$ cat src/sv/cfs_pkg.sv
// Shared types and constants of the bottle-line sequencer.
// No dependencies; used by every other file of the block but assert_macros.svh.
`default_nettype none

package cfs_pkg;

    localparam int CFG_TIME_W  = 20;
    localparam int CFG_SPEED_W = 8;
    localparam int CFG_DATA_W  = 32;
    localparam int CFG_ADDR_W  = 5;
    localparam int IN_DATA_W   = 16;
    localparam int OUT_DATA_W  = 32;
    localparam int DRIVE_W     = 8;

    // host commands
    localparam logic [2:0] CMD_NONE     = 3'd0;
    localparam logic [2:0] CMD_START    = 3'd1;
    localparam logic [2:0] CMD_STOP     = 3'd2;
    localparam logic [2:0] CMD_CAM_BLUE = 3'd3;
    localparam logic [2:0] CMD_CAM_RED  = 3'd4;
    localparam logic [2:0] CMD_CAM_NONE = 3'd5;

    // color codes
    localparam logic [2:0] COL_NONE   = 3'd0;
    localparam logic [2:0] COL_RED    = 3'd1;
    localparam logic [2:0] COL_BLUE   = 3'd2;
    localparam logic [2:0] COL_GREEN  = 3'd3;
    localparam logic [2:0] COL_YELLOW = 3'd4;

    // register indexes
    localparam logic [2:0] REG_COOLDOWN     = 3'd0;
    localparam logic [2:0] REG_BLUE_FILL    = 3'd1;
    localparam logic [2:0] REG_RED_FILL     = 3'd2;
    localparam logic [2:0] REG_CAM_TIMEOUT  = 3'd3;
    localparam logic [2:0] REG_MAIN_SPEED   = 3'd4;
    localparam logic [2:0] REG_SORTER_SPEED = 3'd5;

    localparam logic [CFG_TIME_W-1:0]  RST_COOLDOWN     = 20'd1000;
    localparam logic [CFG_TIME_W-1:0]  RST_BLUE_FILL    = 20'd3000;
    localparam logic [CFG_TIME_W-1:0]  RST_RED_FILL     = 20'd3000;
    localparam logic [CFG_TIME_W-1:0]  RST_CAM_TIMEOUT  = 20'd5000;
    localparam logic [CFG_SPEED_W-1:0] RST_MAIN_SPEED   = 8'd200;
    localparam logic [CFG_SPEED_W-1:0] RST_SORTER_SPEED = 8'd180;

    // external step numbers
    localparam logic [3:0] CODE_WAIT   = 4'd0;
    localparam logic [3:0] CODE_START  = 4'd1;
    localparam logic [3:0] CODE_DETECT = 4'd2;
    localparam logic [3:0] CODE_EVAL   = 4'd3;
    localparam logic [3:0] CODE_OUTCTL = 4'd4;
    localparam logic [3:0] CODE_ROUTE  = 4'd5;
    localparam logic [3:0] CODE_FBLUE  = 4'd6;
    localparam logic [3:0] CODE_FRED   = 4'd7;
    localparam logic [3:0] CODE_QC     = 4'd8;
    localparam logic [3:0] CODE_QACC   = 4'd9;
    localparam logic [3:0] CODE_IREJ   = 4'd10;
    localparam logic [3:0] CODE_FREJ   = 4'd11;

    typedef enum logic [11:0] {
        ST_WAIT   = 12'h001,
        ST_START  = 12'h002,
        ST_DETECT = 12'h004,
        ST_EVAL   = 12'h008,
        ST_OUTCTL = 12'h010,
        ST_ROUTE  = 12'h020,
        ST_FBLUE  = 12'h040,
        ST_FRED   = 12'h080,
        ST_QC     = 12'h100,
        ST_QACC   = 12'h200,
        ST_IREJ   = 12'h400,
        ST_FREJ   = 12'h800
    } seq_state_t;

    typedef struct packed {
        logic [CFG_TIME_W-1:0]  cooldown;
        logic [CFG_TIME_W-1:0]  blue_fill;
        logic [CFG_TIME_W-1:0]  red_fill;
        logic [CFG_TIME_W-1:0]  cam_timeout;
        logic [CFG_SPEED_W-1:0] main_speed;
        logic [CFG_SPEED_W-1:0] sorter_speed;
    } cfg_t;

    typedef struct packed {
        logic [2:0] cmd;
        logic       color_sns;
        logic       bfill_sns;
        logic       rfill_sns;
        logic       cam_sns;
        logic       bexit_sns;
        logic       rexit_sns;
        logic       rej_a_sns;
        logic       rej_b_sns;
        logic [2:0] measured;
    } tick_t;

    typedef struct packed {
        logic reverse;
        logic red_pump;
        logic blue_pump;
        logic final_rej;
        logic primary_rej;
        logic fill_gate;
    } act_t;

    typedef struct packed {
        seq_state_t seq;
        logic [2:0] phys_color;
        logic [2:0] cam_color;
        logic       filling;
        logic       req_pending;
        act_t       act;
    } ctl_t;

    function automatic logic [3:0] state_code(input seq_state_t s);
        logic [3:0] c;
        case (s)
            ST_WAIT:   c = CODE_WAIT;
            ST_START:  c = CODE_START;
            ST_DETECT: c = CODE_DETECT;
            ST_EVAL:   c = CODE_EVAL;
            ST_OUTCTL: c = CODE_OUTCTL;
            ST_ROUTE:  c = CODE_ROUTE;
            ST_FBLUE:  c = CODE_FBLUE;
            ST_FRED:   c = CODE_FRED;
            ST_QC:     c = CODE_QC;
            ST_QACC:   c = CODE_QACC;
            ST_IREJ:   c = CODE_IREJ;
            ST_FREJ:   c = CODE_FREJ;
            default:   c = CODE_WAIT;
        endcase
        return c;
    endfunction

endpackage

`default_nettype wire

$ cat src/sv/cfs_regs.sv
// APB-style configuration register file of the bottle-line sequencer.
// Depends on cfs_pkg for the register indexes, reset values and cfg_t.
`default_nettype none

module cfs_regs (
    input  wire logic                            aclk,
    input  wire logic                            aresetn,
    input  wire logic                            psel,
    input  wire logic                            penable,
    input  wire logic                            pwrite,
    input  wire logic [cfs_pkg::CFG_ADDR_W-1:0]  paddr,
    input  wire logic [cfs_pkg::CFG_DATA_W-1:0]  pwdata,
    output logic      [cfs_pkg::CFG_DATA_W-1:0]  prdata,
    output logic                                 pready,
    output cfs_pkg::cfg_t                        cfg
);
    import cfs_pkg::*;

    cfg_t       cfg_reg;
    cfg_t       cfg_next;
    logic [2:0] idx;
    logic       wr_en;

    assign pready = 1'b1;
    assign idx    = paddr[CFG_ADDR_W-1:2];
    assign wr_en  = psel && penable && pwrite && pready;
    assign cfg    = cfg_reg;

    always_comb begin
        cfg_next = cfg_reg;
        if (wr_en) begin
            case (idx)
                REG_COOLDOWN:     cfg_next.cooldown     = pwdata[CFG_TIME_W-1:0];
                REG_BLUE_FILL:    cfg_next.blue_fill    = pwdata[CFG_TIME_W-1:0];
                REG_RED_FILL:     cfg_next.red_fill     = pwdata[CFG_TIME_W-1:0];
                REG_CAM_TIMEOUT:  cfg_next.cam_timeout  = pwdata[CFG_TIME_W-1:0];
                REG_MAIN_SPEED:   cfg_next.main_speed   = pwdata[CFG_SPEED_W-1:0];
                REG_SORTER_SPEED: cfg_next.sorter_speed = pwdata[CFG_SPEED_W-1:0];
                default:          cfg_next = cfg_reg;
            endcase
        end
    end

    always_comb begin
        case (idx)
            REG_COOLDOWN:     prdata = CFG_DATA_W'(cfg_reg.cooldown);
            REG_BLUE_FILL:    prdata = CFG_DATA_W'(cfg_reg.blue_fill);
            REG_RED_FILL:     prdata = CFG_DATA_W'(cfg_reg.red_fill);
            REG_CAM_TIMEOUT:  prdata = CFG_DATA_W'(cfg_reg.cam_timeout);
            REG_MAIN_SPEED:   prdata = CFG_DATA_W'(cfg_reg.main_speed);
            REG_SORTER_SPEED: prdata = CFG_DATA_W'(cfg_reg.sorter_speed);
            default:          prdata = '0;
        endcase
    end

    always_ff @(posedge aclk) begin
        if (!aresetn) begin
            cfg_reg.cooldown     <= RST_COOLDOWN;
            cfg_reg.blue_fill    <= RST_BLUE_FILL;
            cfg_reg.red_fill     <= RST_RED_FILL;
            cfg_reg.cam_timeout  <= RST_CAM_TIMEOUT;
            cfg_reg.main_speed   <= RST_MAIN_SPEED;
            cfg_reg.sorter_speed <= RST_SORTER_SPEED;
        end else begin
            cfg_reg <= cfg_next;
        end
    end

endmodule

`default_nettype wire

$ cat src/sv/cfs_step.sv
// Next-state logic for one 1 ms tick of the bottle-line sequencer.
// Purely combinational; depends on cfs_pkg for the state and config types.
`default_nettype none

module cfs_step #(
    parameter int TIMER_BITS = 20,
    parameter int SPEED_BITS = 8
) (
    input  wire cfs_pkg::cfg_t     cfg,
    input  wire cfs_pkg::tick_t    tick,
    input  wire cfs_pkg::ctl_t     ctl_cur,
    input  wire logic [TIMER_BITS-1:0]  since_cur,
    input  wire logic [TIMER_BITS-1:0]  ist_cur,
    input  wire logic [SPEED_BITS-1:0]  main_cur,
    input  wire logic [SPEED_BITS-1:0]  sorter_cur,
    output cfs_pkg::ctl_t          ctl_next,
    output logic [TIMER_BITS-1:0]  since_next,
    output logic [TIMER_BITS-1:0]  ist_next,
    output logic [SPEED_BITS-1:0]  main_next,
    output logic [SPEED_BITS-1:0]  sorter_next,
    output logic                   cam_req_next
);
    import cfs_pkg::*;

    localparam logic [TIMER_BITS-1:0] TMAX = {TIMER_BITS{1'b1}};

    logic [SPEED_BITS+CFG_SPEED_W-1:0] mrun_ext;
    logic [SPEED_BITS+CFG_SPEED_W-1:0] srun_ext;
    logic [SPEED_BITS-1:0]             mrun;
    logic [SPEED_BITS-1:0]             srun;
    logic                              reject_hit;
    logic                              cam_blue;

    assign mrun_ext   = {SPEED_BITS'(0), cfg.main_speed};
    assign srun_ext   = {SPEED_BITS'(0), cfg.sorter_speed};
    assign mrun       = mrun_ext[SPEED_BITS-1:0];
    assign srun       = srun_ext[SPEED_BITS-1:0];
    assign reject_hit = tick.rej_a_sns || tick.rej_b_sns;
    // camera color is not changed in quality accepted itself, so the current one serves
    assign cam_blue   = (ctl_cur.cam_color == COL_BLUE);

    // timer >= limit, compared at the sum of the two widths
    function automatic logic reached(input logic [TIMER_BITS-1:0] t,
                                     input logic [CFG_TIME_W-1:0] lim);
        logic [TIMER_BITS+CFG_TIME_W-1:0] a;
        logic [TIMER_BITS+CFG_TIME_W-1:0] b;
        a = {CFG_TIME_W'(0), t};
        b = {TIMER_BITS'(0), lim};
        return a >= b;
    endfunction

    always_comb begin
        ctl_next     = ctl_cur;
        main_next    = main_cur;
        sorter_next  = sorter_cur;
        cam_req_next = 1'b0;
        since_next   = (since_cur == TMAX) ? since_cur : since_cur + 1'b1;
        ist_next     = (ist_cur == TMAX) ? ist_cur : ist_cur + 1'b1;

        if (tick.cmd == CMD_STOP) begin
            ctl_next.seq         = ST_WAIT;
            ctl_next.phys_color  = COL_NONE;
            ctl_next.cam_color   = COL_NONE;
            ctl_next.filling     = 1'b0;
            ctl_next.req_pending = 1'b0;
            ctl_next.act         = '0;
            since_next           = '0;
            ist_next             = '0;
            main_next            = '0;
            sorter_next          = '0;
        end

        case (ctl_next.seq)
            ST_WAIT: begin
                if (tick.cmd == CMD_START) begin
                    ctl_next.seq = ST_START;
                    ist_next     = '0;
                end
            end
            ST_START: begin
                ctl_next.act.fill_gate   = 1'b0;
                ctl_next.act.primary_rej = 1'b0;
                ctl_next.act.final_rej   = 1'b0;
                sorter_next              = '0;
                main_next                = mrun;
                ctl_next.seq             = ST_DETECT;
                ist_next                 = '0;
            end
            ST_DETECT: begin
                if (tick.color_sns && reached(since_next, cfg.cooldown)) begin
                    since_next   = '0;
                    main_next    = '0;
                    ctl_next.seq = ST_EVAL;
                    ist_next     = '0;
                end
            end
            ST_EVAL: begin
                ctl_next.phys_color = (tick.measured <= COL_YELLOW) ? tick.measured
                                                                     : COL_NONE;
                ctl_next.seq        = ST_OUTCTL;
                ist_next            = '0;
            end
            ST_OUTCTL: begin
                main_next = mrun;
                ist_next  = '0;
                if (ctl_next.phys_color == COL_RED || ctl_next.phys_color == COL_BLUE) begin
                    ctl_next.act.fill_gate = 1'b1;
                    ctl_next.seq           = ST_ROUTE;
                end else begin
                    ctl_next.act.primary_rej = 1'b1;
                    ctl_next.seq             = ST_IREJ;
                end
            end
            ST_ROUTE: begin
                ist_next = '0;
                if (ctl_next.phys_color == COL_BLUE) begin
                    ctl_next.seq     = ST_FBLUE;
                    ctl_next.filling = 1'b0;
                end else if (ctl_next.phys_color == COL_RED) begin
                    ctl_next.seq     = ST_FRED;
                    ctl_next.filling = 1'b0;
                end else begin
                    ctl_next.seq = ST_IREJ;
                end
            end
            ST_FBLUE: begin
                if (!ctl_next.filling && tick.bfill_sns) begin
                    main_next              = '0;
                    ctl_next.act.fill_gate = 1'b0;
                    ctl_next.act.blue_pump = 1'b1;
                    ctl_next.filling       = 1'b1;
                    ist_next               = '0;
                end
                if (ctl_next.filling && reached(ist_next, cfg.blue_fill)) begin
                    ctl_next.act.blue_pump = 1'b0;
                    main_next              = mrun;
                    ctl_next.filling       = 1'b0;
                    ctl_next.seq           = ST_QC;
                    ist_next               = '0;
                    ctl_next.req_pending   = 1'b0;
                    ctl_next.cam_color     = COL_NONE;
                end
            end
            ST_FRED: begin
                if (!ctl_next.filling && tick.rfill_sns) begin
                    main_next              = '0;
                    ctl_next.act.fill_gate = 1'b0;
                    ctl_next.act.red_pump  = 1'b1;
                    ctl_next.filling       = 1'b1;
                    ist_next               = '0;
                end
                if (ctl_next.filling && reached(ist_next, cfg.red_fill)) begin
                    ctl_next.act.red_pump = 1'b0;
                    main_next             = mrun;
                    ctl_next.filling      = 1'b0;
                    ctl_next.seq          = ST_QC;
                    ist_next              = '0;
                    ctl_next.req_pending  = 1'b0;
                    ctl_next.cam_color    = COL_NONE;
                end
            end
            ST_QC: begin
                if (!ctl_next.req_pending && tick.cam_sns) begin
                    main_next            = '0;
                    cam_req_next         = 1'b1;
                    ctl_next.req_pending = 1'b1;
                    ist_next             = '0;
                end
                if (ctl_next.req_pending) begin
                    if (tick.cmd == CMD_CAM_BLUE || tick.cmd == CMD_CAM_RED) begin
                        ctl_next.cam_color = (tick.cmd == CMD_CAM_BLUE) ? COL_BLUE
                                                                        : COL_RED;
                        main_next          = mrun;
                        ctl_next.seq       = ST_QACC;
                        ist_next           = '0;
                    end else if (tick.cmd == CMD_CAM_NONE) begin
                        ctl_next.cam_color = COL_NONE;
                        main_next          = mrun;
                        ctl_next.seq       = ST_FREJ;
                        ist_next           = '0;
                    end
                    if (ctl_next.seq == ST_QC && reached(ist_next, cfg.cam_timeout)) begin
                        ctl_next.req_pending = 1'b0;
                    end
                end
            end
            ST_QACC: begin
                if (ctl_next.cam_color == COL_BLUE || ctl_next.cam_color == COL_RED) begin
                    sorter_next          = srun;
                    ctl_next.act.reverse = !cam_blue;
                    if (cam_blue ? tick.bexit_sns : tick.rexit_sns) begin
                        sorter_next  = '0;
                        ctl_next.seq = ST_START;
                        ist_next     = '0;
                    end
                end else begin
                    ctl_next.seq = ST_FREJ;
                    ist_next     = '0;
                end
            end
            ST_IREJ: begin
                if (reject_hit) begin
                    ctl_next.act.primary_rej = 1'b0;
                    main_next                = '0;
                    ctl_next.seq             = ST_START;
                    ist_next                 = '0;
                end
            end
            ST_FREJ: begin
                ctl_next.act.final_rej = 1'b1;
                ctl_next.act.reverse   = 1'b1;
                sorter_next            = srun;
                if (reject_hit) begin
                    sorter_next            = '0;
                    ctl_next.act.final_rej = 1'b0;
                    ctl_next.seq           = ST_START;
                    ist_next               = '0;
                end
            end
            default: begin
                ctl_next.seq = ST_WAIT;
                ist_next     = '0;
            end
        endcase
    end

endmodule

`default_nettype wire

$ cat src/sv/conveyor_fill_sort_sequencer_top.sv
// Top level of the bottle-line sequencer: beat registers, handshakes, state.
// Depends on cfs_pkg, cfs_regs and cfs_step.
//
// Usage notes:
//  - s_ channel: one beat per 1 ms tick (host command, eight station sensors,
//    measured color). m_ channel: one beat per tick, the state after it.
//  - APB port sets cooldown, fill times, camera timeout and drive levels.
//    Write only while no tick is in flight.
//  - A beat accepted on s_ is held in the input register; its result is
//    computed in one step into the state/result registers and shown on m_.
//  - Throughput: one beat per cycle while m_tready stays high, set by the
//    single step from input register to the state/result registers.
//  - The sequence state, timers, drive levels and actuators are themselves
//    the result register; they only advance when the result slot is free or draining.
//  - Receiver stall: the result holds, one more beat waits in the input
//    register, then s_tready drops until m_tready returns.
//  - Reset (aresetn low, synchronous): both channels empty, sequence in
//    waiting start, everything stopped, registers back to defaults.
//  - The STOP command clears the sequence state but not the registers.
`default_nettype none

module conveyor_fill_sort_sequencer_top #(
    parameter int TIMER_BITS = 20,
    parameter int SPEED_BITS = 8
) (
    input  wire logic                            aclk,
    input  wire logic                            aresetn,
    // s_tdata from bit 0: command[2:0], color_station_sensor, blue_fill_sensor,
    // red_fill_sensor, camera_station_sensor, blue_exit_sensor, red_exit_sensor,
    // reject_sensor_a, reject_sensor_b, measured_color[2:0], zero pad
    input  wire logic                            s_tvalid,
    output logic                                 s_tready,
    input  wire logic [cfs_pkg::IN_DATA_W-1:0]   s_tdata,
    // m_tdata from bit 0: sequence_state[3:0], main_drive[7:0],
    // sorter_drive[7:0], sorter_reverse, filling_gate_open, primary_reject_open,
    // final_reject_open, blue_pump_on, red_pump_on, camera_request,
    // bottle_color[2:0], zero pad
    output logic                                 m_tvalid,
    input  wire logic                            m_tready,
    output logic      [cfs_pkg::OUT_DATA_W-1:0]  m_tdata,
    input  wire logic                            psel,
    input  wire logic                            penable,
    input  wire logic                            pwrite,
    input  wire logic [cfs_pkg::CFG_ADDR_W-1:0]  paddr,
    input  wire logic [cfs_pkg::CFG_DATA_W-1:0]  pwdata,
    output logic      [cfs_pkg::CFG_DATA_W-1:0]  prdata,
    output logic                                 pready
);
    import cfs_pkg::*;

    cfg_t                  cfg;

    // input beat register
    logic                  in_vld_reg;
    logic                  in_vld_next;
    tick_t                 tick_reg;
    tick_t                 tick_in;

    // state / result register
    logic                  out_vld_reg;
    logic                  out_vld_next;
    ctl_t                  ctl_reg;
    ctl_t                  ctl_next;
    logic [TIMER_BITS-1:0] since_reg;
    logic [TIMER_BITS-1:0] since_next;
    logic [TIMER_BITS-1:0] ist_reg;
    logic [TIMER_BITS-1:0] ist_next;
    logic [SPEED_BITS-1:0] main_reg;
    logic [SPEED_BITS-1:0] main_next;
    logic [SPEED_BITS-1:0] sorter_reg;
    logic [SPEED_BITS-1:0] sorter_next;
    logic                  cam_req_reg;
    logic                  cam_req_next;

    logic                  s_fire;
    logic                  advance;
    logic [SPEED_BITS+DRIVE_W-1:0] main_ext;
    logic [SPEED_BITS+DRIVE_W-1:0] sorter_ext;

    cfs_regs u_regs (
        .aclk    (aclk),
        .aresetn (aresetn),
        .psel    (psel),
        .penable (penable),
        .pwrite  (pwrite),
        .paddr   (paddr),
        .pwdata  (pwdata),
        .prdata  (prdata),
        .pready  (pready),
        .cfg     (cfg)
    );

    cfs_step #(
        .TIMER_BITS (TIMER_BITS),
        .SPEED_BITS (SPEED_BITS)
    ) u_step (
        .cfg          (cfg),
        .tick         (tick_reg),
        .ctl_cur      (ctl_reg),
        .since_cur    (since_reg),
        .ist_cur      (ist_reg),
        .main_cur     (main_reg),
        .sorter_cur   (sorter_reg),
        .ctl_next     (ctl_next),
        .since_next   (since_next),
        .ist_next     (ist_next),
        .main_next    (main_next),
        .sorter_next  (sorter_next),
        .cam_req_next (cam_req_next)
    );

    // unpack input beat
    assign tick_in.cmd       = s_tdata[2:0];
    assign tick_in.color_sns = s_tdata[3];
    assign tick_in.bfill_sns = s_tdata[4];
    assign tick_in.rfill_sns = s_tdata[5];
    assign tick_in.cam_sns   = s_tdata[6];
    assign tick_in.bexit_sns = s_tdata[7];
    assign tick_in.rexit_sns = s_tdata[8];
    assign tick_in.rej_a_sns = s_tdata[9];
    assign tick_in.rej_b_sns = s_tdata[10];
    assign tick_in.measured  = s_tdata[13:11];

    // the step fires when a tick waits and the result slot is free or draining
    assign advance  = in_vld_reg && (!out_vld_reg || m_tready);
    assign s_tready = !in_vld_reg || advance;
    assign s_fire   = s_tvalid && s_tready;

    always_comb begin
        in_vld_next = in_vld_reg;
        if (s_fire) begin
            in_vld_next = 1'b1;
        end else if (advance) begin
            in_vld_next = 1'b0;
        end
    end

    always_comb begin
        out_vld_next = out_vld_reg;
        if (advance) begin
            out_vld_next = 1'b1;
        end else if (m_tready) begin
            out_vld_next = 1'b0;
        end
    end

    always_ff @(posedge aclk) begin
        if (s_fire) begin
            tick_reg <= tick_in;
        end
    end

    always_ff @(posedge aclk) begin
        if (!aresetn) begin
            in_vld_reg          <= 1'b0;
            out_vld_reg         <= 1'b0;
            ctl_reg.seq         <= ST_WAIT;
            ctl_reg.phys_color  <= COL_NONE;
            ctl_reg.cam_color   <= COL_NONE;
            ctl_reg.filling     <= 1'b0;
            ctl_reg.req_pending <= 1'b0;
            ctl_reg.act         <= '0;
            since_reg           <= '0;
            ist_reg             <= '0;
            main_reg            <= '0;
            sorter_reg          <= '0;
            cam_req_reg         <= 1'b0;
        end else begin
            in_vld_reg  <= in_vld_next;
            out_vld_reg <= out_vld_next;
            if (advance) begin
                ctl_reg     <= ctl_next;
                since_reg   <= since_next;
                ist_reg     <= ist_next;
                main_reg    <= main_next;
                sorter_reg  <= sorter_next;
                cam_req_reg <= cam_req_next;
            end
        end
    end

    // drive levels onto the fixed 8-bit fields
    assign main_ext   = {DRIVE_W'(0), main_reg};
    assign sorter_ext = {DRIVE_W'(0), sorter_reg};

    assign m_tvalid       = out_vld_reg;
    assign m_tdata[3:0]   = state_code(ctl_reg.seq);
    assign m_tdata[11:4]  = main_ext[DRIVE_W-1:0];
    assign m_tdata[19:12] = sorter_ext[DRIVE_W-1:0];
    assign m_tdata[20]    = ctl_reg.act.reverse;
    assign m_tdata[21]    = ctl_reg.act.fill_gate;
    assign m_tdata[22]    = ctl_reg.act.primary_rej;
    assign m_tdata[23]    = ctl_reg.act.final_rej;
    assign m_tdata[24]    = ctl_reg.act.blue_pump;
    assign m_tdata[25]    = ctl_reg.act.red_pump;
    assign m_tdata[26]    = cam_req_reg;
    assign m_tdata[29:27] = ctl_reg.phys_color;
    assign m_tdata[31:30] = '0;

endmodule

`default_nettype wire

$ cat config.mk
export PLATFORM = sky130hd
export DESIGN_NAME = conveyor_fill_sort_sequencer_top
export DESIGN_NICKNAME = d
export VERILOG_FILES = /design/src/sv/cfs_pkg.sv /design/src/sv/cfs_regs.sv /design/src/sv/cfs_step.sv /design/src/sv/conveyor_fill_sort_sequencer_top.sv
export SDC_FILE = /design/constraint.sdc
export NUM_CORES = 1
export LEC_CHECK = 0
export BUFFER_PORTS_ARGS = -buffer_cell sky130_fd_sc_hd__buf_2
export CORE_AREA = 2 2 186 188
export CTS_CLUSTER_DIAMETER = 120
export DETAILED_ROUTE_END_ITERATION = 8
export DIE_AREA = 0 0 188 190
export GPL_ROUTABILITY_DRIVEN = 1
export MAX_ROUTING_LAYER = met4
export PLACE_DENSITY_LB_ADDON = 0.2
export SLEW_MARGIN = 20
export SYNTH_ARGS = -nofsm -noshare
export SYNTH_HDL_FRONTEND = slang
export SYNTH_HIERARCHICAL = 1
export SYNTH_SLANG_ARGS = --single-unit
$ cat constraint.sdc
create_clock -name aclk -period 6.4 [get_ports aclk]
set_input_delay 0 -clock aclk [delete_from_list [all_inputs] [get_ports aclk]]
set_output_delay 0 -clock aclk [all_outputs]
set_load 0.01 [all_outputs]
After elaboration in Yosys (flattened, before gate mapping)
Index checks and enable logic that the tools add are counted.
- $add $sub $neg: 2
- order comparisons: 5
- eq/ne operators: 41
- mux-type cells: 105
- reductions and logical operators: 35
- operators with widths (kind ; number):
    $mux W20 ; 23
    $mux W12 ; 12
    $pmux W20 S7 ; 1
    $pmux W12 S11 ; 1
    $mux W8 ; 15
    $pmux W20 S6 ; 1
    $ge A20 B20 Y1 ; 4
    $pmux W8 S6 ; 1
    $pmux W4 S11 ; 1
    $add A20 B1 Y20 const B ; 2
    $eq A20 B20 Y1 const B ; 2
    $eq A12 B9 Y1 const B ; 3
    $mux W11 ; 3
    $mux W1 ; 30
    $mux W26 ; 1
    $eq A12 B10 Y1 const B ; 2
    $eq A12 B11 Y1 const B ; 2
    $eq A12 B12 Y1 const B ; 2
    $eq A12 B2 Y1 const B ; 2
    $eq A12 B3 Y1 const B ; 2
    $eq A12 B4 Y1 const B ; 2
    $eq A12 B5 Y1 const B ; 2
    $eq A12 B6 Y1 const B ; 2
    $eq A12 B7 Y1 const B ; 2
    other kinds (22) ; 70
- flip-flop bits (word level): 195
- input port bits: 60
- word-level logic and storage cells: 222

Logic depth before layout (Yosys ltp)
Gate-level depths: netlist of the first run.
- depth in word-level cells: 14
- mapped depth: 20
- depth with buffers taken out: 19

By module
The synthesis of the first run kept the hierarchy.
- modules (own cells, without submodules) (module ; instances ; cells each ; area an instance (sq um) ; seq. area each (sq um)):
    cfs_step ; 1 ; 808 ; 4875.9 ; 0.0
    cfs_regs ; 1 ; 453 ; 4511.8 ; 1921.8
    conveyor_fill_sort_sequencer_top ; 1 ; 441 ; 3911.3 ; 2122.0

Worst setup path after synthesis of the first run
OpenSTA, ideal clock, no wires.
- kind: register -> register
- start: register tick_reg[13] in the netlist's numbering
- end: register main_reg[0]
- setup time: 0.122 ns
- arrival: 4.430 ns
- slack: 1.848 ns
- cell stages (with the launch flop): 21
- period minus slack after synthesis: 4.552 ns
- path through: edfxtp_1 > clkbuf_1 > nand2b_1 > or2_2 > clkbuf_1 > nand2_1 > and2_1 > clkbuf_1 > clkbuf_1 > nor2_1 > ha_1 > a211o_1 > a31oi_1 > o221ai_1 > a311oi_1 > or3_1 > nand3_1 > a211oi_4 > o32ai_1 > nand2_1 > a21boi_0
- word-level cells in the longest chain between the ends: 10
- elaborated cells between the ends (all ways): 49
- RTL lines (element ; line ; source):
    start, declared ; conveyor_fill_sort_sequencer_top.sv:56 ; tick_t tick_reg;
    start signal, assigned ; conveyor_fill_sort_sequencer_top.sv:149 ; tick_reg <= tick_in;
    $eq A3 B2 Y1 ; cfs_step.sv:60 ; if (tick.cmd == CMD_STOP) begin
    $mux W26 ; cfs_step.sv:60 ;
    $logic_not A1 Y1 ; cfs_step.sv:127, cfs_step.sv:145 ;
    $logic_and A1 B1 Y1, on equally long branches ; cfs_step.sv:145, cfs_step.sv:127 ;
    $mux W20, on equally long branches ; cfs_step.sv:145, cfs_step.sv:127 ;
    $mux W20 ; cfs_step.sv:73 ; case (ctl_next.seq)
    $ge A20 B20 Y1 ; cfs_step.sv:49 ; return a >= b;
    $logic_and A1 B1 Y1, on equally long branches ; cfs_step.sv:152, cfs_step.sv:134 ;
    $mux W8, on equally long branches ; cfs_step.sv:152, cfs_step.sv:134 ;
    $pmux W8 S6 * ; cfs_step.sv:73 ;
    net main_next[0] ; conveyor_fill_sort_sequencer_top.sv:69 ; logic [SPEED_BITS-1:0] main_next;
    end signal, assigned ; conveyor_fill_sort_sequencer_top.sv:175 ; main_reg <= main_next;
    end, declared ; conveyor_fill_sort_sequencer_top.sv:68 ; logic [SPEED_BITS-1:0] main_reg;
The timed path passes the listed nets; every way through them passes the cells marked *. The select of a mux whose other input is x is not followed.
A chain may end at the register's enable or synchronous reset.

Final worst setup path of the first run
- start: register ist_reg[6]
- end: register main_reg[6]
- word-level cells in the longest chain between the ends: 9
- elaborated cells between the ends (all ways): 15
- RTL lines (element ; line ; source):
    start, declared ; conveyor_fill_sort_sequencer_top.sv:66 ; logic [TIMER_BITS-1:0] ist_reg;
    start signal, assigned ; conveyor_fill_sort_sequencer_top.sv:174 ; ist_reg <= ist_next;
    $add A20 B1 Y20 or $eq A20 B20 Y1 (tied branches) ; cfs_step.sv:58 ; ist_next = (ist_cur == TMAX) ? ist_cur : ist_cur + 1'b1;
    $mux W20 * ; cfs_step.sv:58 ;
    $mux W20 * ; cfs_step.sv:60 ;
    $mux W20, on equally long branches ; cfs_step.sv:145, cfs_step.sv:127 ;
    $mux W20 ; cfs_step.sv:73 ;
    $ge A20 B20 Y1 ; cfs_step.sv:49 ;
    $logic_and A1 B1 Y1, on equally long branches ; cfs_step.sv:152, cfs_step.sv:134 ;
    $mux W8, on equally long branches ; cfs_step.sv:152, cfs_step.sv:134 ;
    $pmux W8 S6 * ; cfs_step.sv:73 ;
    net main_next[6] ; conveyor_fill_sort_sequencer_top.sv:69 ;
Marks and branches as above.

==> results.md, run 1 <==
* Outcome: complete, no violations
* Number of port buffers at 95
* Top Family by Delay on Critical Path: simple AND/OR/NAND/NOR gates
* Share of flip-flops with an asynchronous set or reset at 0%
* Type of the tightest min-delay check: input port to flop
* Slowest CP cell: a211oi_4
* Worst hold start: pwdata[0]
* Initial antenna violation count at 0
* FF+latch count, synth at 195
* CP Class: flop to flop
* Critical path launch point type: flop
* Area occupied by multi-input gates at 8305 µm²
* Worst hold margin at between 0.03 and 0.04 ns
* DR DRC count at 0
* Vias post-DR at between 10k and 15k
* Ant diodes at 0
* Slew Limit Fails at 0
* Clock Sinks at 195
* RSZ-0062 raised after global routing: false
* Power Dens Cells at around 170 nW/µm²
* CTS max path bufs at 2
* Synth Warn # at 6
* Clk_lat worst skew at 0.45 ns
* Critical Path Max Stage Delay at about 0.46 ns
* Worst slack, placed at 1.379 ns
* Register Area at 4044 µm²
* Final hold viol count at 0
* Count leader, synth: nand2_1
* DP HPWL at 28380 µm
* Design Area, Final at between 10000 and 15000 µm²
* DR vias/cell at ~5.4
* Synth Instances at 1702
* Post-CTS sizing at 0
* Fin nets at 1905
* TNS Setup at 0 ns
* Main synth FF type: dfxtp_1
* Wirelength per Cell at 17.99 µm
* Maximum clock frequency at 196.2 MHz
* Buffers plus inverters on the worst setup path at 1
* Synth top area share at about 27%
* Crit share post-route at 79.65%
* Die footprint at 35720 µm²
* Setup WS post-layout at between 1 and 1.5 ns
* CP cell instances: and4_1 > nand4_1 > or2_2 > or3_1 > nand2_1 > xnor2_1 > nand2_1 > nor2_1 > ha_1 > a211o_1 > a31oi_1 > o221ai_1 > a311oi_1 > buf_4 > or3_1 > nand3_1 > a211oi_4 > o32ai_1 > nand2_1 > a21boi_0
* Post-synth EDFFs at 14
* Maximum vdd drop at 199.1 µV
* Initial Util at 39.18%
* Die H at between 150 and 200 µm
* Area growth, synth to finish at 12.12%
* Cell taking the most area after synthesis: dfxtp_1
* Iter 0 DRT Violations at 956
* Pleak at 6.301 nW
* Global-route wire length before repair at ~63000 µm
* Worst R2R Path Depth at 20
* Wirelength, routed at 40130 µm
* Post-synthesis compound-gate area fraction at 17.57%
* Top cells by count, synth: 331 x nand2_1, 181 x dfxtp_1, 173 x nor2_1
* Post-synthesis xor/xnor area fraction at 2.239%
* Number of buffers created by CTS at 17
* WP data required at 6.74 ns
* Final core occ at 43.92%
* Vias in the first global route at 11.40k
* Placed Area at 13950 µm²
* Max Cap Violations at 0
* Worst Hold Depth at 3
* Post-CTS setup repair buffer count at 0
* Pre-antenna DRT Iters at 6
* Worst R2R Start: ist_reg[6]
* GP Congestion at 0.8992
* Fillers at 3421
* Largest net degree at the start of global routing at roughly 180
* GRT overflow at 0
* Core Box Area at between 30000 and 40000 µm²
* Rows at slightly below 70
* Relative max-transition margin at 32.20%
* Crit path DAT at 5.44 ns
* Root Buffer: clkbuf_16
* Synth Area in Adders at 7.715%
* Seq/Total Area, Yosys at 30.41%
* Hold Path End: u_regs/cfg[8]
* Worst setup EP type: flop
* Slew @ Worst Pin at 1.012 ns
* CTS clk-pin slew, worst paths at 0.08 ns
* Synth Area per Inst at 7.814 µm²
* Cell count along the critical path at 20
* R2r setup slk at 1.30 ns
* Io pins at ~130
* Post-synthesis simple-gate area fraction at 24.71%
* CP Max Fanout at 9
* Final Critical Period at around 5 ns
* Post-synthesis cell area at 13300 µm²
* Synth area leaders: dfxtp_1 27%, nand2_1 9.3%, ha_1 7.7%, mux2i_1 6.1%, nor2_1 4.9%
* Max FFs per register at 96
* Share of cells above drive strength 1 at 11.43%
* Mux cell area share after synthesis at 9.568%
* Overall routing resource usage at ~23%
* H-tree levels at 4
* Worst path most repeated cell: nand2_1
* Clock skew at 0.01189 ns
* Largest family of logic cells by synthesized area: simple AND/OR/NAND/NOR gates
* Worst R2R End: main_reg[6]
* Antenna-violating nets left at 0
* Die Span X at 188 µm
* Final setup viols at 0
* CTS tree: done
* Unique masters post-synth at 82
==> metal layers <==
| metal | share of wire [%] | GRT usage (%) | vias up |
|---|---|---|---|
| li1 | - | - | 5978 |
| met5 | 0 | - | - |
| met4 | 3.6 | 9.812 | 0 |
| met3 | 4.4 | 3.044 | 66 |
| met2 | 45 | 36.35 | 337 |
| met1 | 47 | 29.71 | 5736 |
==> stage by stage <==
step / std cells / power [mW]
final: 2231 / 2.597
after global routing: 2231 / 2.686
after CTS: 2231 / 2.620
after detailed placement: 2161 / 1.504
after global placement: 2161 / 1.502
after floorplan: 1714 / 1.433
==> cell families (layout without fill, tap and decap cells) <==
group,Yosys count,after routing
buffers and inverters,228,290
other,3,15
muxes,109,109
xor gates and xnor gates,34,34
adders and majority gates,82,82
AOI/OAI and AO/OA,327,327
and+or+nand+nor,724,724
DFF,195,195
==> worst register-to-register path, delay by kind of cell, from the launching register on <==
| kind | cells | cell delay, ns |
|---|---|---|
| buf+inv | 1 | 0.24 |
| xor+xnor | 1 | 0.12 |
| fa+ha+maj | 1 | 0.25 |
| flops | 1 | 0.42 |
| compound gates | 7 | 1.74 |
| simple gates | 10 | 2.20 |
==> final cells by class <==
cell class | instances | area share [%]
Timing Repair Buffer | 152 | 6.797
Sequential cell | 195 | 27.12
Multi-Input combinational cell | 1291 | 55.70
Clock buffer | 20 | 3.063
Clock inverter | 12 | 0.8307
Inverter | 106 | 2.668
Tap cell | 455 | 3.818
==> cell usage in the layout, fill, tap and decap left out, drive strengths merged, types with 15 or more instances in the layout <==
master / instances
nor3: 35
mux2: 15
clkbuf: 20
xor2: 15
a21oi: 43
mux2i: 81
o211ai: 17
conb: 15
o21ai: 52
nand2b: 16
a22oi: 15
xnor2: 19
ha: 82
and2: 20
buf: 114
dfxtp: 181
nand3: 31
nor2b: 21
dlygate4sd3: 38
a21boi: 84
nand4: 23
a21o: 18
inv: 109
nor2: 174
nand2: 332
==> where the power goes <==
part | internal (mW) | leakage (nW) | switching [mW] | total, mW
clock network | 0.566 | 0.277 | 0.534 | 1.10
registers | 1.24 | 1.60 | 0.0157 | 1.26
logic | 0.0850 | 4.43 | 0.156 | 0.241
==> what timing repair did <==
item,in CTS,in global routing
hold endpoints to repair,105,0
hold buffers,38,0
endpoints found under the setup margin,0,0
==> how the worst max path moves through the flow <==
stage	start	to	slack (ns)
floorplan	tick_reg[13]	main_reg[0]	1.85
global placement	ist_reg[6]	main_reg[3]	1.46
detailed placement	ist_reg[6]	main_reg[6]	1.38
CTS	ist_reg[6]	main_reg[6]	1.34
global route	ist_reg[6]	main_reg[3]	0.89
finish	ist_reg[6]	main_reg[6]	1.30
Power figures use the tool's default switching activity.
==> run 2, diff against run 1 <==
--- a/config.mk
+++ b/config.mk
@@ -5,11 +5,12 @@
 export SDC_FILE = /design/constraint.sdc
 export NUM_CORES = 1
 export LEC_CHECK = 0
+export ABC_AREA = 1
 export BUFFER_PORTS_ARGS = -buffer_cell sky130_fd_sc_hd__buf_2
-export CORE_AREA = 2 2 186 188
+export CORE_AREA = 2 2 194 196
 export CTS_CLUSTER_DIAMETER = 120
 export DETAILED_ROUTE_END_ITERATION = 8
-export DIE_AREA = 0 0 188 190
+export DIE_AREA = 0 0 196 198
 export GPL_ROUTABILITY_DRIVEN = 1
 export MAX_ROUTING_LAYER = met4
 export PLACE_DENSITY_LB_ADDON = 0.2
==> constraint.sdc (replaced) <==
create_clock -name aclk -period 4.4 [get_ports aclk]
set_input_delay 0 -clock aclk [delete_from_list [all_inputs] [get_ports aclk]]
set_output_delay 0 -clock aclk [all_outputs]
set_load 0.01 [all_outputs]
==> results.md, run 2 <==
* Global-route wire length before repair at 71750 µm
* Placed Instances at roughly 2.9k
* Synth Area in Adders at 7.045%
* Unique masters post-synth at 50
* Synth area leaders: dfxtp_1 25%, nand2_1 16%, nor2_1 12%, inv_1 7.7%, ha_1 7.0%
* Area growth, synth to finish at 11.84%
* Worst setup EP type: flop
* Crit path DAT at 4.44 ns
* TNS Setup at 0 ns
* Post-synthesis xor/xnor area fraction at under 10%
* Wirelength, routed at approximately 45000 µm
* Share of cells above drive strength 1 at 10.38%
* Clock Sinks at between 150 and 200
* Post-synthesis cell area at 14560 µm²
* Synth top area share at 24.88%
* Synth Area per Inst at 6.078 µm²
* Met3 routed WL at 1781 µm
* Outcome: complete, no violations
* Clock skew at between 0.01 and 0.015 ns
* Overall routing resource usage at 23.97%
* Post-synthesis compound-gate area fraction at 9.382%
* Pre-antenna DRT Iters at 5
* CP Class: flop to flop
* Post-synthesis simple-gate area fraction at 41.59%
* Leading cell type in the layout, fill and taps excluded: nand2_1
* GP Congestion at 0.9032
* DR vias/cell at 5.029
* Critical path launch point type: flop
* GRT overflow at 0
* Final hold viol count at 0
* Slew Limit Fails at 0
* Max FFs per register at 96
* Cell taking the most area after synthesis: dfxtp_1
* Power Dens Cells at 280.0 nW/µm²
* Largest net degree at the start of global routing at 92
* Initial Util at 39.41%
* Ant diodes at 0
* Die Span X at between 150 and 200 µm
* H-tree levels at 4
* Maximum vdd drop at 280.0 µV
* Mux cell area share after synthesis at 0%
* Seq/Total Area, Yosys at 27.77%
* CP Max Fanout at 10
* Final setup viols at 0
* Number of port buffers at 95
* CTS tree: done
* CTS max path bufs at 2
* Io pins at between 100 and 150
* Share of flip-flops with an asynchronous set or reset at 0%
* Count leader, synth: nand2_1
* Post-synth EDFFs at 14
* Max Cap Violations at 0
* Largest family of logic cells by synthesized area: simple AND/OR/NAND/NOR gates
* Die H at 198 µm
* Root Buffer: clkbuf_16
* Vias post-DR at 14.89k
* Top cells by count, synth: 626 x nand2_1, 476 x nor2_1, 299 x inv_1
* Die footprint at 38810 µm²
* Rows at between 70 and 80
* Fin nets at 2616
* Met1 wire length at ~22000 µm
* Crit share post-route at 92.83%
* WP data required at 4.76 ns
* FF+latch count, synth at ~200
* Synth Instances at about 2.4k
* Antenna-violating nets left at 0
* Relative max-transition margin at 23.31%
* Wirelength per Cell at 15.29 µm
* R2r setup slk at about 0.32 ns
* Type of the tightest min-delay check: input port to flop
* Iter 0 DRT Violations at 1080
* Slew @ Worst Pin at 1.149 ns
* Synth Warn # at 6
* Pleak at between 8 and 9 nW
* Final Instance Count excl. Fillers at 2960
* Core Box Area at ~37000 µm²
* Number of buffers created by CTS at 17
* Initial antenna violation count at 0
* DP HPWL at between 30000 and 40000 µm
* Vias in the first global route at 13.57k
* DR WL met2 at around 20000 µm
* DR DRC count at 0
* RSZ-0062 raised after global routing: true
* Most frequent cells in the layout: 622 x nand2_1, 469 x nor2_1, 297 x inv_1
* Clk_lat worst skew at 0.47 ns
* Maximum clock frequency at 244.8 MHz
* CTS clk-pin slew, worst paths at 0.08 ns
* Final Critical Period at 4.084 ns
* Main synth FF type: dfxtp_1
* Top Layer Used: met4
==> run 2: cell count changes in the layout (fill, tap and decap cells not counted), sizes merged, moves of 21 or more <==
cell,delta
a21boi,-84
a21oi,+23
inv,+201
mux2i,-81
nand2,+310
nand3,+161
nor2,+341
nor2b,-21
o21ai,+102
==> run 2: logic make-up (layout without fill, tap and decap cells) <==
kind of cell / after synthesis / after routing
flip-flops: 195 / 195
adder cells (fa/ha/maj): 82 / 82
AND/OR/NAND/NOR: 1419 / 1419
buffers and inverters: 429 / 507
XOR/XNOR: 19 / 19
AO/OA/AOI/OAI: 249 / 249
other: 3 / 15
==> run 2: critical path: stages (launching register included) <==
cell and delay (ns):
dfxtp_1 0.43, nand3_1 0.13, inv_1 0.09, nand3_1 0.13
nor2_1 0.21, nand2_1 0.15, nor3_1 0.15, o21ai_0 0.09
o21ai_1 0.40, nor2_1 0.09, ha_1 0.32, nand2_1 0.05
nor2_1 0.22, nand2_1 0.11, nor2_1 0.11, nand2_1 0.05
nand4_1 0.24, nand2_2 0.12, nand2_1 0.08, nand3_1 0.11
nor2_4 0.19, buf_12 0.18, nor2_2 0.04, o21ai_0 0.21
nor2_1 0.07
==> run 2: timing repair <==
item	CTS	global route
buffers inserted	0	5
hold endpoints to repair	93	0
hold buffers	37	0
endpoints found under the setup margin	0	55
gates resized for setup	0	29
==> run 2: worst paths after layout <==
kind / start / endpoint / cells after the start
worst max-delay path: ist_reg[2] / ist_reg[2] / 24
worst min-delay path: pwdata[0] / u_regs/cfg[0] / 5
worst max register to register: ist_reg[2] / ist_reg[2] / 24
worst min register to register: cam_req_reg / cam_req_reg / 2
==> run 2: final cells by class <==
type | count | area (µm²)
tap | 474 | 593.1
sequential | 195 | 4045
timing repair buffer | 166 | 1134
inverter | 310 | 1166
multi-input combinational | 1784 | 8736
clock buffer | 24 | 491.7
clock inverter | 7 | 121.4
fill | 3997 | 20670
==> run 2: power by group <==
part | leakage [nW] | switching, mW | internal, mW
Sequential | 1.61 | 0.0784 | 1.86
Combinational | 6.30 | 0.603 | 0.304
Clock | 0.301 | 0.759 | 0.958
==> run 2: routing by layer <==
layer,track usage (%),vias up
met4,7.744,0
met1,32.07,6849
met3,2.606,55
li1,-,7639
met2,37.96,342
met5,-,-
==> run 2: through the flow <==
stage	area (µm²)	setup slack [ns]	util, %	hold WS, ns	total power, mW
detailed placement	15180	0.05674	41.07	0.1782	2.832
finish	16290	0.3157	44.07	0.02929	4.560
global placement	15180	0.1870	41.07	0.1779	2.815
CTS	16160	0.02102	43.73	0.01041	4.569
floorplan	14610	0.7854	-	0.09887	2.589
global route	16290	-0.02832	44.07	0.04205	4.773
